File: src/sv/pqe_pkg.sv
// ----------------------------------------------------------------------------
// pqe_pkg
// Shared constants, codes, pipeline context type and saturating helpers for
// the piecewise quartic evaluator.
// ----------------------------------------------------------------------------
package pqe_pkg;

  localparam int SEGMENTS  = 4;
  localparam int DEGREE    = 4;
  localparam int FRAC_BITS = 40;
  localparam int WORD_W    = 64;
  localparam int SEG_W     = (SEGMENTS > 1) ? $clog2(SEGMENTS) : 1;
  localparam int NUM_REGS  = 8;

  // multiplier unit depth, total pipeline depth from accept to strobe
  localparam int MUL_STAGES = 5;
  localparam int LATENCY    = 2 + (DEGREE + 2) * MUL_STAGES;

  // action codes
  localparam logic [1:0] ACT_EVAL  = 2'd0;
  localparam logic [1:0] ACT_COEF  = 2'd1;
  localparam logic [1:0] ACT_BREAK = 2'd2;

  // status codes
  localparam logic [1:0] ST_EVAL  = 2'd0;
  localparam logic [1:0] ST_OOR   = 2'd1;
  localparam logic [1:0] ST_WRITE = 2'd2;

  // register indexes
  localparam logic [2:0] REG_FWD_IN_OFFSET  = 3'd0;
  localparam logic [2:0] REG_FWD_IN_GAIN    = 3'd1;
  localparam logic [2:0] REG_FWD_OUT_GAIN   = 3'd2;
  localparam logic [2:0] REG_FWD_OUT_OFFSET = 3'd3;
  localparam logic [2:0] REG_REV_IN_OFFSET  = 3'd4;
  localparam logic [2:0] REG_REV_IN_GAIN    = 3'd5;
  localparam logic [2:0] REG_REV_OUT_GAIN   = 3'd6;
  localparam logic [2:0] REG_REV_OUT_OFFSET = 3'd7;

  localparam logic [WORD_W-1:0] FX_ONE   = WORD_W'(64'd1) << FRAC_BITS;
  localparam logic [WORD_W-1:0] FX_M_ONE = ~FX_ONE + WORD_W'(64'd1);
  localparam logic [WORD_W-1:0] S64_MAX  = {1'b0, {(WORD_W-1){1'b1}}};
  localparam logic [WORD_W-1:0] S64_MIN  = {1'b1, {(WORD_W-1){1'b0}}};

  // context that travels with each item down the pipeline
  typedef struct packed {
    logic                          valid;
    logic                          dir;
    logic [1:0]                    status;
    logic [SEG_W-1:0]              seg;
    logic [WORD_W-1:0]             fixed;
    logic [WORD_W-1:0]             u;
    logic [DEGREE:0][WORD_W-1:0]   coef;
  } ctx_t;

  function automatic logic [WORD_W-1:0] sat_add(input logic [WORD_W-1:0] a,
                                                input logic [WORD_W-1:0] b);
    logic [WORD_W:0] s;
    s = {a[WORD_W-1], a} + {b[WORD_W-1], b};
    if (s[WORD_W] != s[WORD_W-1]) return s[WORD_W] ? S64_MIN : S64_MAX;
    return s[WORD_W-1:0];
  endfunction

  function automatic logic [WORD_W-1:0] sat_sub(input logic [WORD_W-1:0] a,
                                                input logic [WORD_W-1:0] b);
    logic [WORD_W:0] s;
    s = {a[WORD_W-1], a} - {b[WORD_W-1], b};
    if (s[WORD_W] != s[WORD_W-1]) return s[WORD_W] ? S64_MIN : S64_MAX;
    return s[WORD_W-1:0];
  endfunction

  // context with its valid bit dropped while clr is high
  function automatic ctx_t ctx_gate(input ctx_t c, input logic clr);
    ctx_t g;
    g       = c;
    g.valid = c.valid & ~clr;
    return g;
  endfunction

endpackage

File: src/sv/pqe_ram.sv
// ----------------------------------------------------------------------------
// pqe_ram
// Generic single-write, single-read RAM with registered read data.
// ----------------------------------------------------------------------------
module pqe_ram #(
  parameter int WIDTH = 64,
  parameter int DEPTH = 8
) (
  input  logic                     clk,
  input  logic                     we,
  input  logic [$clog2(DEPTH)-1:0] waddr,
  input  logic [WIDTH-1:0]         wdata,
  input  logic [$clog2(DEPTH)-1:0] raddr,
  output logic [WIDTH-1:0]         rdata
);

  logic [WIDTH-1:0] mem [DEPTH];

  always_ff @(posedge clk) begin
    if (we) begin
      mem[waddr] <= wdata;
    end
    rdata <= mem[raddr];
  end

endmodule

File: src/sv/pqe_front.sv
// ----------------------------------------------------------------------------
// pqe_front
// Breakpoint store, coefficient RAMs, segment search and offset subtract.
// Two stages: search and RAM read, then coefficient capture and x - offset.
// ----------------------------------------------------------------------------
module pqe_front import pqe_pkg::*; (
  input  logic              clk,
  input  logic              rst,
  input  logic              accept,
  input  logic [1:0]        action,
  input  logic              direction,
  input  logic [2:0]        slot,
  input  logic [2:0]        term,
  input  logic [WORD_W-1:0] operand_value,
  input  logic [WORD_W-1:0] in_offset_fwd,
  input  logic [WORD_W-1:0] in_offset_rev,
  output ctx_t              ctx_out,
  output logic [WORD_W-1:0] diff_out
);

  localparam int RAM_DEPTH = 2 * SEGMENTS;

  logic [WORD_W-1:0] bp [2][SEGMENTS+1];
  logic [SEGMENTS:0] below;
  logic              hit;
  logic [SEG_W-1:0]  seg_sel;
  logic              wr_coef;
  logic              wr_bp;
  ctx_t              ctx_new;
  ctx_t              ctx0;
  ctx_t              ctx_cap;
  logic [WORD_W-1:0] x0;
  logic [DEGREE:0][WORD_W-1:0] q;

  // write qualification
  always_comb begin
    wr_coef = accept && (action == ACT_COEF) && (int'(slot) < SEGMENTS)
              && (int'(term) <= DEGREE);
    wr_bp   = accept && (action == ACT_BREAK) && (int'(slot) <= SEGMENTS);
  end

  // breakpoint store
  always_ff @(posedge clk) begin
    for (int i = 0; i <= SEGMENTS; i++) begin
      if (wr_bp && (int'(slot) == i)) begin
        bp[direction][i] <= operand_value;
      end
    end
  end

  // segment search: first upper breakpoint above x
  always_comb begin
    for (int i = 0; i <= SEGMENTS; i++) begin
      below[i] = $signed(operand_value) < $signed(bp[direction][i]);
    end
    hit     = 1'b0;
    seg_sel = '0;
    for (int i = SEGMENTS - 1; i >= 0; i--) begin
      if (below[i+1]) begin
        hit     = 1'b1;
        seg_sel = SEG_W'(i);
      end
    end
    if (below[0] || !below[SEGMENTS]) begin
      hit = 1'b0;
    end
  end

  // coefficient RAMs, one per power
  for (genvar t = 0; t <= DEGREE; t++) begin : g_coef
    pqe_ram #(.WIDTH(WORD_W), .DEPTH(RAM_DEPTH)) u_ram (
      .clk   (clk),
      .we    (wr_coef && (int'(term) == t)),
      .waddr ({direction, SEG_W'(slot)}),
      .wdata (operand_value),
      .raddr ({direction, seg_sel}),
      .rdata (q[t])
    );
  end

  // context for the new item
  always_comb begin
    ctx_new        = '0;
    ctx_new.valid  = accept;
    ctx_new.dir    = direction;
    ctx_new.status = ST_OOR;
    ctx_new.fixed  = '0;
    unique case (action)
      ACT_EVAL: begin
        ctx_new.fixed = FX_M_ONE;
        if (hit) begin
          ctx_new.status = ST_EVAL;
          ctx_new.seg    = seg_sel;
        end
      end
      ACT_COEF:  ctx_new.status = wr_coef ? ST_WRITE : ST_OOR;
      ACT_BREAK: ctx_new.status = wr_bp ? ST_WRITE : ST_OOR;
      default:   ctx_new.status = ST_OOR;
    endcase
  end

  // stage 0 context with the coefficients read for it
  always_comb begin
    ctx_cap      = ctx0;
    ctx_cap.coef = q;
  end

  // stage 0 and stage 1
  always_ff @(posedge clk) begin
    ctx0     <= ctx_gate(ctx_new, rst);
    x0       <= operand_value;
    ctx_out  <= ctx_gate(ctx_cap, rst);
    diff_out <= sat_sub(x0, ctx0.dir ? in_offset_rev : in_offset_fwd);
  end

endmodule

File: config.mk
export PLATFORM = sky130hd
export DESIGN_NAME = pqe_front
export DESIGN_NICKNAME = d
export VERILOG_FILES = /design/src/sv/pqe_pkg.sv /design/src/sv/pqe_ram.sv /design/src/sv/pqe_front.sv
export SDC_FILE = /design/constraint.sdc
export NUM_CORES = 2
export LEC_CHECK = 0
export ABC_CLOCK_PERIOD_IN_PS = 11400
export BUFFER_PORTS_ARGS = -buffer_cell sky130_fd_sc_hd__buf_2
export CAP_MARGIN = 10
export CORE_UTILIZATION = 40
export CTS_BUF_LIST = sky130_fd_sc_hd__clkbuf_8
export DETAILED_ROUTE_END_ITERATION = 10
export PLACE_DENSITY = 0.65
export RECOVER_POWER = 25
export SLEW_MARGIN = 20
export SYNTH_ARGS = -nofsm -noshare
export SYNTH_HDL_FRONTEND = slang
export SYNTH_HIERARCHICAL = 1
export SYNTH_SLANG_ARGS = --single-unit
File: constraint.sdc
create_clock -name clk -period 11.4 [get_ports clk]
set_input_delay 0.57 -clock clk [delete_from_list [all_inputs] [get_ports clk]]
set_output_delay 0.57 -clock clk [all_outputs]
set_load 0.005 [all_outputs]
==> results.md <==
* Final WL at 380000 um
* P_sw at 7.68 mW
* Die ar. at 371000 um^2
* Synth Area in XOR/XNOR at 0.00338
* Fill cells at 30.6k
* Fin Hold WS at 192 ps
* Setup Fix Bufs, Post-CTS at 0
* Design area at 170000 um^2
* Core Box Area at 366000 um^2
* Largest family of logic cells by synthesized area: multiplexers
* Violated checks: capacitance limit, slew limit
* Setup crit end kind: flop
* Drt initial violations at 7138
* Io pins at 722
* Sequential power share at 0.532
* First-pass GRT wire length at 535000 um
* First-pass DRT Iterations at 6
* Worst endpoint required time at 12430 ps
* Hold_sp: in_offset_fwd[9]
* Via count at 73.6k
* Relative slew slack at -1.58
* Critical path class: in -> reg
* Worst r2r src: ctx0[452]$_DFF_P_
* Initial antenna violation count at 58
* Root Buffer: clkbuf_8
* Layout cells sized above 1 at 0.291
* # H-tree levels at 6
* Combinational share of power at 0.090
* Starting density of the core at 0.402
* Worst min path class: in -> reg
* Largest net degree at the start of global routing at 126
* Clock Path Buffers at 4
* Run status: complete, but fails checks
* Final Critical Period at 8870 ps
* All-Layer GR Usage at 0.200
* Post-synthesis sequential area ratio at 0.758
* Post-synthesis simple-gate area fraction at 0.0154
* CTS tree: yes
* Die Height at 609 um
* Least-Margin Pin Slew at 3870 ps
* Post-Synth Adder-Cell Area at 0.0326
* F_max at 0.113 GHz
* Post-DP Area at 157000 um^2
* Most used DFF post-synth: edfxtp_1
* Hold Vio Cnt, Final at 0
* Ys async rst share at 0
* Worst Path Max Fanout at 66
* Post-layout util at 0.463
* Routed len/inst at 27.4 um
* Number of distinct library cells after synthesis at 77
* Multiplexer area fraction after synthesis at 0.149
* Clock power frac at 0.378
* Fin. max-slew vios at 1850
* YS warnings at 6
* Synthesis-to-layout area growth at 15.0%
* Post-DRT Antenna Nets at 0
* Final setup TNS at 0 ps
* Leak at 59.6 nW
* GRT Residual Overflow at 0
* Register bit count reported by yosys at 3982
* Vias/cell at 5.32
* Die width at 609 um
* Number of synthesized flops with an enable pin at 3200
* CTS Sinks at 3982
* Clk slew on worst S/H paths at 60 ps
* GPL Wtd Cong at 0.959
* Nets at 9028
* Final setup fails at 0
* TritonCTS Buffers at 643
* Clock latency on the worst-skew pair at 1210 ps
* Critical Path AT at 9900 ps
* Unrepaired setup endpoints after global routing: false
* Mean cell area of the mapped netlist at 20.5 um^2
* CP startpoint kind: primary input
* # port buffers at 617
* Row count at 222
* Switching share of power at 0.245
* Critical Path Start: operand_value[9]
* Power Internal at 23.6 mW
* Syn Std Cell Area at 147000 um^2
* Vias in the first global route at 75.7k
* # DRC at 0
* Pwr dens at 185 nW/um^2
* Peak VDD IR at 0.125 mV
* Max-cap violations at 48
* Gates resized, CTS repair at 0
* Final worst path period share at 0.778
* Post-Syn Instances at 7200
* Detailed Place HPWL at 223000 um
* Compound-cell area share of the yosys netlist at 0.0248
* Post-route clock skew at 72.5 ps
final cells by class:
class / count / area [um^2] / area share
Multi-Input combinational cell: 2904 / 33900 / 0.200
Antenna cell: 28 / 70.1 / 0.000413
Inverter: 33 / 124 / 0.000731
Clock inverter: 473 / 2570 / 0.0151
Timing Repair Buffer: 880 / 5250 / 0.0309
Clock buffer: 719 / 9900 / 0.0584
Sequential cell: 3982 / 112000 / 0.659
Tap cell: 4816 / 6030 / 0.0355
power by group through the flow:
stage / logic, mW / registers, mW / clock network, mW
after floorplan: 1.69 / 16.7 / 0
after global placement: 2.79 / 17.0 / 0
after detailed placement: 2.83 / 17.0 / 0
after CTS: 2.87 / 16.7 / 12.1
after global routing: 3.03 / 16.7 / 12.7
final: 2.82 / 16.7 / 11.8
worst max-delay path: stages:
cell and delay [ps]:
dlygate4sd3_1 510, buf_2 90, clkbuf_1 2620, ha_1 620
a21o_1 190, a21o_1 170, a21oi_1 160, o21a_1 130
o31ai_1 100, a211oi_2 730, buf_4 230, o31ai_1 110
mux2i_1 550, a21boi_0 340, nor2_4 840, buf_4 420
buf_12 460, mux4_2 590, mux2_2 270
cell families after synthesis:
| kind of cell | Yosys count |
|---|---|
| xor gates and xnor gates | 56 |
| and+or+nand+nor | 439 |
| buffers and inverters | 417 |
| adders and majority gates | 384 |
| other | 1 |
| AOI/OAI and AO/OA | 573 |
| muxes | 1348 |
| DFF | 3982 |
registers in the layout, indices dropped and copies added, names as in the netlist:
signal              count
bp                    640
g_coef.u_ram/rdata    320
x0                     64
g_coef.u_ram/mem     2560
ctx_out               327
diff_out               64
ctx0                    7
repair_timing:
| item | in CTS | in global routing |
|---|---|---|
| hold buffers | 71 | 1 |
| setup endpoints to repair | 0 | 0 |
| endpoints found under the hold margin | 710 | 32 |
synth_stat cells, types with 4 or more instances:
master / instances / area, um^2
mux2_2: 322 / 3630
xor2_1: 22 / 193
maj3_1: 4 / 40.0
xnor2_1: 33 / 289
a211o_1: 5 / 43.8
mux4_2: 640 / 14400
or2_2: 4 / 25.0
nor3_1: 37 / 185
o31a_1: 5 / 43.8
a21oi_2: 10 / 87.6
nand3_1: 25 / 125
a21boi_0: 5 / 37.5
nand2b_1: 30 / 188
o31ai_1: 9 / 67.6
a211oi_1: 21 / 158
o21ai_0: 98 / 490
nand2_1: 93 / 349
clkbuf_1: 70 / 263
nor4_1: 10 / 62.6
mux2i_1: 386 / 3860
edfxtp_1: 3200 / 96100
nor3b_1: 4 / 30.0
buf_4: 144 / 1080
a21o_1: 137 / 1030
nor2b_1: 20 / 125
dfxtp_1: 782 / 15700
a21oi_1: 190 / 951
o21a_1: 12 / 90.1
nor4b_1: 5 / 43.8
and3_1: 10 / 62.6
a31oi_1: 13 / 81.3
a221oi_1: 6 / 52.6
buf_2: 39 / 195
inv_1: 33 / 124
buf_6: 57 / 642
nor2_1: 100 / 375
nand4_1: 73 / 457
ha_1: 379 / 4740
o21bai_1: 13 / 97.6
buf_1: 72 / 270
o211ai_1: 9 / 67.6
or3_1: 8 / 50.1
a2111oi_0: 10 / 87.6
and4_1: 5 / 43.8
path summary, 6_finish.rpt:
check	slack, ps	cells after the start	endpoint
setup / recovery	2530	19	g_coef[0].u_ram/rdata[58]$_DFF_P_
hold / removal	190	5	diff_out[9]$_DFF_P_
setup reg to reg	4430	16	diff_out[3]$_DFF_P_
hold reg to reg	310	0	ctx_out[72]$_DFF_P_
metal layers:
layer,vias to the layer above,routed length [um],share of wire,GRT usage
li1,31600,-,-,-
met1,38400,154000,0.40,0.265
met2,2983,185000,0.49,0.334
met3,581,29100,0.077,0.0358
met4,8,11600,0.030,0.0667
met5,-,53,0.00014,0
through the flow:
stage	worst slack [ps]	cells	power [mW]
4_1_cts	4600	13800	31.7
3_5_place_dp	3490	12500	19.8
2_1_floorplan	2830	7303	18.4
6_report	2530	13800	31.3
5_1_grt	2240	13800	32.5
3_3_place_gp	3150	12500	19.8
layout by cell type (no fill, tap or decap), types with 104 or more instances in the layout:
cell,n
ha_1,379
mux2i_1,386
mux2_2,322
a21oi_1,190
buf_2,569
mux4_2,640
inv_1,283
dfxtp_1,781
clkbuf_8,719
a21o_1,137
edfxtp_1,3200
buf_4,138
conb_1,104
No activity file was read; power rests on OpenSTA's default activity.
